`config.mk`:
```
export PLATFORM = sky130hd
export DESIGN_NAME = case_insensitive_substring_matcher_unit
export DESIGN_NICKNAME = d
export VERILOG_FILES = /design/src/rtl/core/cism_pkg.sv /design/src/rtl/core/cism_window_compare.sv /design/src/rtl/core/case_insensitive_substring_matcher_unit.sv
export SDC_FILE = /design/constraint.sdc
export NUM_CORES = 2
export LEC_CHECK = 0
export BUFFER_PORTS_ARGS = -buffer_cell sky130_fd_sc_hd__buf_2
export CAP_MARGIN = 20
export CORE_ASPECT_RATIO = 1.25
export CORE_UTILIZATION = 23
export DETAILED_ROUTE_END_ITERATION = 10
export PLACE_DENSITY_LB_ADDON = 0.15
export SLEW_MARGIN = 20
export SYNTH_ARGS = -nofsm -noshare
export SYNTH_HDL_FRONTEND = slang
export SYNTH_SLANG_ARGS = --single-unit
```
`constraint.sdc`:
```
create_clock -name clock -period 12.85 [get_ports clock]
set_input_delay 1.285 -clock clock [delete_from_list [all_inputs] [get_ports clock]]
set_output_delay 1.285 -clock clock [all_outputs]
set_load 0.1 [all_outputs]
```
`src/rtl/core/cism_pkg.sv`:
```
// cism_pkg: shared constants, codes and helpers for the case-insensitive
// substring matcher. No dependencies; imported by every module of the block.
package cism_pkg;

   // default depth of the character window
   localparam int PATTERN_MAX_DEFAULT = 32;
   // characters held by the four pattern registers
   localparam int PATTERN_REG_CHARS   = 32;
   localparam int PATTERN_BITS        = PATTERN_REG_CHARS * 8;

   // field widths
   localparam int CMD_W   = 2;
   localparam int CHAR_W  = 8;
   localparam int LEN_W   = 6;
   localparam int COUNT_W = 32;
   localparam int CSR_IDX_W  = 3;
   localparam int CSR_DATA_W = 64;

   // per-line character count saturates here
   localparam logic [LEN_W-1:0] CHARS_CAP = '1;
   localparam logic [COUNT_W-1:0] COUNT_MAX = '1;

   // input commands
   typedef enum logic [CMD_W-1:0] {
      CMD_CHAR = 2'd0,
      CMD_EOL  = 2'd1,
      CMD_EOT  = 2'd2
   } cmd_type;

   // result kinds
   localparam logic KIND_MATCH = 1'b0;
   localparam logic KIND_TOTAL = 1'b1;

   // configuration register indexes
   localparam logic [CSR_IDX_W-1:0] CSR_PAT_LEN  = 3'd0;
   localparam logic [CSR_IDX_W-1:0] CSR_PAT_LOW  = 3'd1;
   localparam logic [CSR_IDX_W-1:0] CSR_PAT_SEC  = 3'd2;
   localparam logic [CSR_IDX_W-1:0] CSR_PAT_THD  = 3'd3;
   localparam logic [CSR_IDX_W-1:0] CSR_PAT_HIGH = 3'd4;

   // fold ascii upper case to lower case, other bytes pass unchanged
   function automatic logic [CHAR_W-1:0] fold_case(input logic [CHAR_W-1:0] c);
      logic [CHAR_W-1:0] r;
      r = c;
      if (c >= 8'h41 && c <= 8'h5A) begin
         r = c + 8'h20;
      end
      return r;
   endfunction

endpackage

```
`src/rtl/core/cism_window_compare.sv`:
```
// cism_window_compare: parallel compare of the character window against the
// right-aligned pattern of the active length. Depends on cism_pkg.
module cism_window_compare
   import cism_pkg::*;
#(
   parameter int WIN_DEPTH = PATTERN_REG_CHARS
) (
   input  logic [WIN_DEPTH-1:0][CHAR_W-1:0] win_chars,   // entry 0 newest, folded
   input  logic [PATTERN_BITS-1:0]          pattern,     // char 0 in low byte
   input  logic [LEN_W-1:0]                 active_len,  // 1 .. WIN_DEPTH
   output logic                             window_hit
);

   logic [WIN_DEPTH-1:0] pos_ok;

   // window entry k lines up with pattern char active_len-1-k
   for (genvar k = 0; k < WIN_DEPTH; k++) begin : g_pos
      logic [LEN_W-1:0]  pat_idx;
      logic [CHAR_W-1:0] pat_char;
      logic              in_use;

      assign in_use   = LEN_W'(k) < active_len;
      assign pat_idx  = active_len - LEN_W'(1) - LEN_W'(k);
      assign pat_char = fold_case(pattern[pat_idx[4:0]*CHAR_W +: CHAR_W]);
      assign pos_ok[k] = !in_use || (win_chars[k] == pat_char);
   end

   assign window_hit = &pos_ok;

endmodule

```
`src/rtl/core/case_insensitive_substring_matcher_unit.sv`:
```
// case_insensitive_substring_matcher_unit: top level of the text matcher.
// Depends on cism_pkg and cism_window_compare.
//
//  channel | direction | tuser                 | tdata (low bit up)
//  req     | in        | command[1:0]          | text_byte[7:0]
//  rsp     | out       | result_kind[0]        | line_number[31:0], total_matches[63:32]
//  csr     | in        | -                     | csr_index selects register, csr_wdata[63:0]
//
// One item per cycle while the result register is free or being drained; a result passes
// the input register, the single window compare stage and the result register.
// Synchronous active-high reset clears valids and counts; line, pattern length reset to 1.
// A stalled result holds the result register; the input register keeps taking
// items while the result register is free or being drained.
module case_insensitive_substring_matcher_unit
   import cism_pkg::*;
#(
   parameter int PATTERN_MAX = PATTERN_MAX_DEFAULT
) (
   input  logic                  clock,
   input  logic                  reset,
   // input stream
   input  logic                  req_tvalid,
   output logic                  req_tready,
   input  logic [7:0]            req_tdata,   // text_byte[7:0]
   input  logic [CMD_W-1:0]      req_tuser,   // command[1:0]
   // result stream
   output logic                  rsp_tvalid,
   input  logic                  rsp_tready,
   output logic [63:0]           rsp_tdata,   // line_number[31:0], total_matches[63:32]
   output logic                  rsp_tuser,   // result_kind[0]
   // configuration writes
   input  logic                  csr_we,
   input  logic [CSR_IDX_W-1:0]  csr_index,
   input  logic [CSR_DATA_W-1:0] csr_wdata
);

   localparam int WIN_DEPTH = (PATTERN_MAX < PATTERN_REG_CHARS) ? PATTERN_MAX
                                                                : PATTERN_REG_CHARS;
   localparam logic [LEN_W-1:0] LEN_CAP = LEN_W'(WIN_DEPTH);

   // configuration registers
   logic [LEN_W-1:0]        pat_len_ff;
   logic [PATTERN_BITS-1:0] pattern_ff;

   // input register
   logic              in_valid_ff;
   logic [CMD_W-1:0]  in_cmd_ff;
   logic [CHAR_W-1:0] in_byte_ff;

   // matcher state
   logic [WIN_DEPTH-1:0][CHAR_W-1:0] win_ff, win_in;
   logic [LEN_W-1:0]   chars_ff, chars_in;
   logic [COUNT_W-1:0] line_ff, line_in;
   logic [COUNT_W-1:0] total_ff, total_in;

   // result register
   logic               out_valid_ff;
   logic               out_kind_ff, out_kind_in;
   logic [COUNT_W-1:0] out_line_ff, out_line_in;
   logic [COUNT_W-1:0] out_total_ff, out_total_in;
   logic               res_valid;

   logic              advance;
   logic [LEN_W-1:0]  active_len;
   logic              window_hit;
   logic [LEN_W-1:0]  chars_inc;
   logic [COUNT_W-1:0] total_inc;

   // handshake: the item moves on when the result register is free or draining
   assign advance    = in_valid_ff && (!out_valid_ff || rsp_tready);
   assign req_tready = !in_valid_ff || advance;

   // configuration write decode
   always_ff @(posedge clock) begin
      if (reset) begin
         pat_len_ff <= LEN_W'(1);
         pattern_ff <= '0;
      end else if (csr_we) begin
         unique case (csr_index)
            CSR_PAT_LEN:  pat_len_ff <= csr_wdata[LEN_W-1:0];
            CSR_PAT_LOW:  pattern_ff[0*CSR_DATA_W +: CSR_DATA_W] <= csr_wdata;
            CSR_PAT_SEC:  pattern_ff[1*CSR_DATA_W +: CSR_DATA_W] <= csr_wdata;
            CSR_PAT_THD:  pattern_ff[2*CSR_DATA_W +: CSR_DATA_W] <= csr_wdata;
            CSR_PAT_HIGH: pattern_ff[3*CSR_DATA_W +: CSR_DATA_W] <= csr_wdata;
            default: ;
         endcase
      end
   end

   // length in use: zero means one, clamp to window depth
   always_comb begin
      active_len = pat_len_ff;
      if (pat_len_ff == '0) begin
         active_len = LEN_W'(1);
      end
      if (active_len > LEN_CAP) begin
         active_len = LEN_CAP;
      end
   end

   // input register
   always_ff @(posedge clock) begin
      if (reset) begin
         in_valid_ff <= 1'b0;
      end else if (req_tready) begin
         in_valid_ff <= req_tvalid;
      end
   end

   always_ff @(posedge clock) begin
      if (req_tvalid && req_tready) begin
         in_cmd_ff  <= req_tuser;
         in_byte_ff <= req_tdata;
      end
   end

   // shifted window with the new folded character in front
   always_comb begin
      win_in[0] = fold_case(in_byte_ff);
      for (int k = 1; k < WIN_DEPTH; k++) begin
         win_in[k] = win_ff[k-1];
      end
   end

   cism_window_compare #(
      .WIN_DEPTH (WIN_DEPTH)
   ) u_compare (
      .win_chars  (win_in),
      .pattern    (pattern_ff),
      .active_len (active_len),
      .window_hit (window_hit)
   );

   assign chars_inc = (chars_ff == CHARS_CAP) ? chars_ff : chars_ff + LEN_W'(1);
   assign total_inc = (total_ff == COUNT_MAX) ? total_ff : total_ff + COUNT_W'(1);

   // per-command state update and result
   always_comb begin
      chars_in     = chars_ff;
      line_in      = line_ff;
      total_in     = total_ff;
      res_valid    = 1'b0;
      out_kind_in  = KIND_MATCH;
      out_line_in  = line_ff;
      out_total_in = total_ff;
      case (in_cmd_ff)
         CMD_CHAR: begin
            chars_in = chars_inc;
            if (window_hit && (chars_inc >= active_len)) begin
               total_in     = total_inc;
               res_valid    = 1'b1;
               out_total_in = total_inc;
            end
         end
         CMD_EOL: begin
            chars_in = '0;
            line_in  = (line_ff == COUNT_MAX) ? line_ff : line_ff + COUNT_W'(1);
         end
         CMD_EOT: begin
            chars_in     = '0;
            line_in      = COUNT_W'(1);
            total_in     = '0;
            res_valid    = 1'b1;
            out_kind_in  = KIND_TOTAL;
            out_line_in  = '0;
         end
         default: ;
      endcase
   end

   // matcher counters
   always_ff @(posedge clock) begin
      if (reset) begin
         chars_ff <= '0;
         line_ff  <= COUNT_W'(1);
         total_ff <= '0;
      end else if (advance) begin
         chars_ff <= chars_in;
         line_ff  <= line_in;
         total_ff <= total_in;
      end
   end

   // window shifts on every character transfer
   always_ff @(posedge clock) begin
      if (advance && in_cmd_ff == CMD_CHAR) begin
         win_ff <= win_in;
      end
   end

   // result register
   always_ff @(posedge clock) begin
      if (reset) begin
         out_valid_ff <= 1'b0;
      end else if (advance) begin
         out_valid_ff <= res_valid;
      end else if (rsp_tready) begin
         out_valid_ff <= 1'b0;
      end
   end

   always_ff @(posedge clock) begin
      if (advance && res_valid) begin
         out_kind_ff  <= out_kind_in;
         out_line_ff  <= out_line_in;
         out_total_ff <= out_total_in;
      end
   end

   assign rsp_tvalid = out_valid_ff;
   assign rsp_tuser  = out_kind_ff;
   assign rsp_tdata  = {out_total_ff, out_line_ff};

endmodule

```
==> impl_metrics.tcl <==
set metrics [dict create \
    drt_iter0_markers 6848 \
    synthFlopType "dfxtp_1" \
    register_area_sq_um 16400 \
    yosysTopAreaCell "edfxtp_1" \
    wire_per_inst_um 38.3 \
    slowest_stage "nand3_1" \
    overflow 0 \
    layoutNonFillerInstCount 10300 \
    tightest_slew_ns 1.37 \
    area_delta_synth_final_pct 13.4 \
    drive_gt1_share_pct 15.5 \
    rsz0062_at_grt "false" \
    core_sq_um 255000 \
    relSlewSlack_pct 8.53 \
    ios 149 \
    die-area_sq_um 259000 \
    clkPwrFrac_pct 37.7 \
    maxSlewViolCount 0 \
    numPortBuffers 148 \
    comb_power_share_pct 26.6 \
    synth_edf_count 323 \
    clockRootBuffer "clkbuf_16" \
    p_int_mw 4.14 \
    syn-cell-area_sq_um 59000 \
    via_per_inst 5.90 \
    clock_skew_ns 0.0788 \
    min_from "win_ff[24]$_DFFE_PP_" \
    yosys.area.top_type_share_pct 16.4 \
    cts.repair.resized 0 \
    drv_cap 0 \
    status "finished, final reports clean" \
    die_y_um 568 \
    power.density_nw_per_um2 96.5 \
    antenna_found_initial 30 \
    min_path_type "flop to flop" \
    grt_max_degree 143 \
    yosysMostFrequentCell "nand2_1" \
    min_period_over_period_pct 79.3 \
    cp_slowest_stage_delay_ns 0.70 \
    syn_area_per_cell_sq_um 8.43 \
    worstSetupEndpointType "flop" \
    pwr-share-seq_pct 35.7 \
    leakage_nw 23.6 \
    hold_viol 0 \
    tns_ns 0 \
    synth_common_cells "nand2_1, mux2i_1, a21oi_1, nor2_1, clkbuf_1" \
    cts_buffer_depth 3 \
    multiInputGateArea_sq_um 39900 \
    yosysWarnings 0 \
    ctsHoldBuffers 0 \
    remaining_drc_errors 0 \
    synth.area.top_cells "edfxtp_1, dfxtp_1, mux2i_1, nand2_1, mux4_2" \
    swShare_pct 35.9 \
    core.rowCount 207 \
    crit_type "flop to flop" \
    netlist_instances 7005 \
    postCtsSetupBuffers 0 \
    grt_pass1_vias 56500 \
    die_w_um 455 \
    ys_ff_latch 657 \
    place_inst 10200 \
    yosysSeqAreaShare_pct 27.8 \
    crit_arrival_ns 10.54 \
    synth_cell_types 112 \
    track_usage_pct 29.6 \
    htreeDepth 3 \
    cts_inserted_buffers 83 \
    wl_um 396000 \
    hpwl_um 314000 \
    max_freq_mhz 98.1 \
    cts_tree "built" \
    worstPathMaxFanout 84 \
    num_vias 60900 \
    reg2reg_depth 24 \
    rrSetupSlack_ns 2.66 \
    gp_congestion 1.05 \
    async_flop_share_pct 0 \
    r2r-end "out_line_ff[11]$_SDFFCE_PP0P_" \
    clock_sinks 657 \
    start_util_pct 23.2 \
    r2r-start "pat_len_ff[5]$_SDFFE_PP0P_" \
    setup_viol 0 \
    drtAntennaViolNets 0 \
    path_cells "buf_4, nand2b_2, buf_4, ha_1, a21bo_2, a222oi_1, buf_12, buf_4, nand3_1, a2bb2o_1, a221oi_1, buf_4, mux2_2, nand4_1, nand3_1, or4_1, a21o_1, a311oi_1, nand4_1, nor3_4, buf_4, nand3_1, a21oi_4, buf_4" \
    p_sw_mw 2.32 \
    syn_nets 7143 \
    cp-startpoint "pat_len_ff[5]$_SDFFE_PP0P_" \
    crit_path_start_kind "flop" \
    crit_end "out_line_ff[11]$_SDFFCE_PP0P_" \
    path_clk_slew_ns 0.06 \
    min_period_ns 10.19 \
    grt_pass1_wl_um 522000 \
    fin_nets 7033 \
    clock_latency_ns 0.79 \
    first_pass_iters 7 \
    max-vdd-ir-drop_mv 0.0970 \
    cpMostUsedCell "buf_4" \
    fill_cells 27700 \
    worstPathRequired_ns 13.21 \
]
## worst max-delay path, delay by kind of cell (launching register included)
kind / cells / cell delay (ns)
AO/OA/AOI/OAI: 7 / 2.31
adder cells (fa/ha/maj): 1 / 0.50
buffers and inverters: 7 / 3.34
flip-flops: 1 / 0.40
multiplexers: 1 / 0.33
AND/OR/NAND/NOR: 8 / 2.79
## power by group through the flow
stage	combinational (mW)	clock (mW)	sequential [mW]
after floorplan	1.02	0	2.30
after global placement	1.65	0	2.35
after detailed placement	1.66	0	2.35
after CTS	1.67	2.50	2.30
after global routing	1.78	2.57	2.30
final	1.72	2.43	2.31
## worst min path at each step
stage / end / cells past startpoint
finish: win_ff[32]$_DFFE_PP_ / 0
CTS: win_ff[34]$_DFFE_PP_ / 0
detailed placement: win_ff[26]$_DFFE_PP_ / 0
global placement: win_ff[32]$_DFFE_PP_ / 0
global route: win_ff[32]$_DFFE_PP_ / 0
floorplan: win_ff[222]$_DFFE_PP_ / 0
## flip-flops by register name (all words and copies together), names as in the netlist
| signal | count |
|---|---|
| line_ff | 32 |
| in_byte_ff | 8 |
| rsp_tuser | 1 |
| pat_len_ff | 6 |
| win_ff | 248 |
| out_total_ff | 32 |
| chars_ff | 6 |
| out_line_ff | 32 |
| total_ff | 32 |
| in_valid_ff | 1 |
| rsp_tvalid | 1 |
| in_cmd_ff | 2 |
| pattern_ff | 256 |
## per-layer routing
metal / part of all wire (%) / track usage, % / vias up
li1: - / - / 26100
met1: 38 / 34.0 / 30900
met2: 45 / 47.2 / 3037
met3: 6.6 / 5.05 / 893
met4: 11 / 26.0 / 6
met5: 0.012 / 0 / -
## through the flow
| stage | worst slack (ns) | total power [mW] | hold slack (ns) | util (%) | cell area [sq um] |
|---|---|---|---|---|---|
| 5_1_grt | 2.16 | 6.64 | 0.487 | 26.2 | 66900 |
| 3_5_place_dp | 2.72 | 4.01 | 0.462 | 25.1 | 64000 |
| 2_1_floorplan | 0.00601 | 3.32 | 0.426 | - | 59000 |
| 3_3_place_gp | 2.72 | 4.00 | 0.463 | 25.1 | 63900 |
| 4_1_cts | 2.72 | 6.48 | 0.475 | 26.2 | 66800 |
| 6_report | 2.66 | 6.46 | 0.479 | 26.3 | 66900 |
## layout by cell type, fill, tap and decap left out, types with 27 or more instances in the layout
cell type / instances
nor3_1: 272
xor2_1: 166
a32oi_1: 56
nand4_1: 55
o221ai_1: 75
edfxtp_1: 323
o2111ai_1: 55
o211ai_1: 97
buf_4: 286
inv_1: 134
dfxtp_1: 330
clkbuf_16: 85
nor4_1: 47
and3_1: 47
a22oi_1: 56
a211oi_1: 54
nand2b_1: 109
a211o_1: 28
nand3_1: 240
o22ai_1: 77
mux2i_1: 640
a31oi_1: 56
a21o_1: 39
mux4_2: 155
a221oi_1: 63
o311ai_0: 46
nor2b_1: 64
or3b_2: 33
nor3b_1: 42
a21oi_1: 425
or3_1: 84
nor2_1: 368
mux2_2: 125
ha_1: 53
buf_2: 148
nand2_1: 997
xnor2_1: 182
and2_1: 37
o21a_1: 27
o21ai_0: 218
## area by class of cell
cell class	instances	area share (%)
inverter	143	0.810
antenna	25	0.0935
timing repair buffer	444	4.59
clock buffer	102	3.35
clock inverter	47	0.785
sequential	657	24.5
tap	3344	6.25
multi-input combinational	5566	59.6
## kinds of logic after synthesis
kind of cell / synth area share, %
compound gates: 19.9
xor+xnor: 5.75
fa+ha+maj: 1.19
buf+inv: 5.66
flops: 27.8
mux: 19.3
simple gates: 20.5
Power figures use the tool's default switching activity.
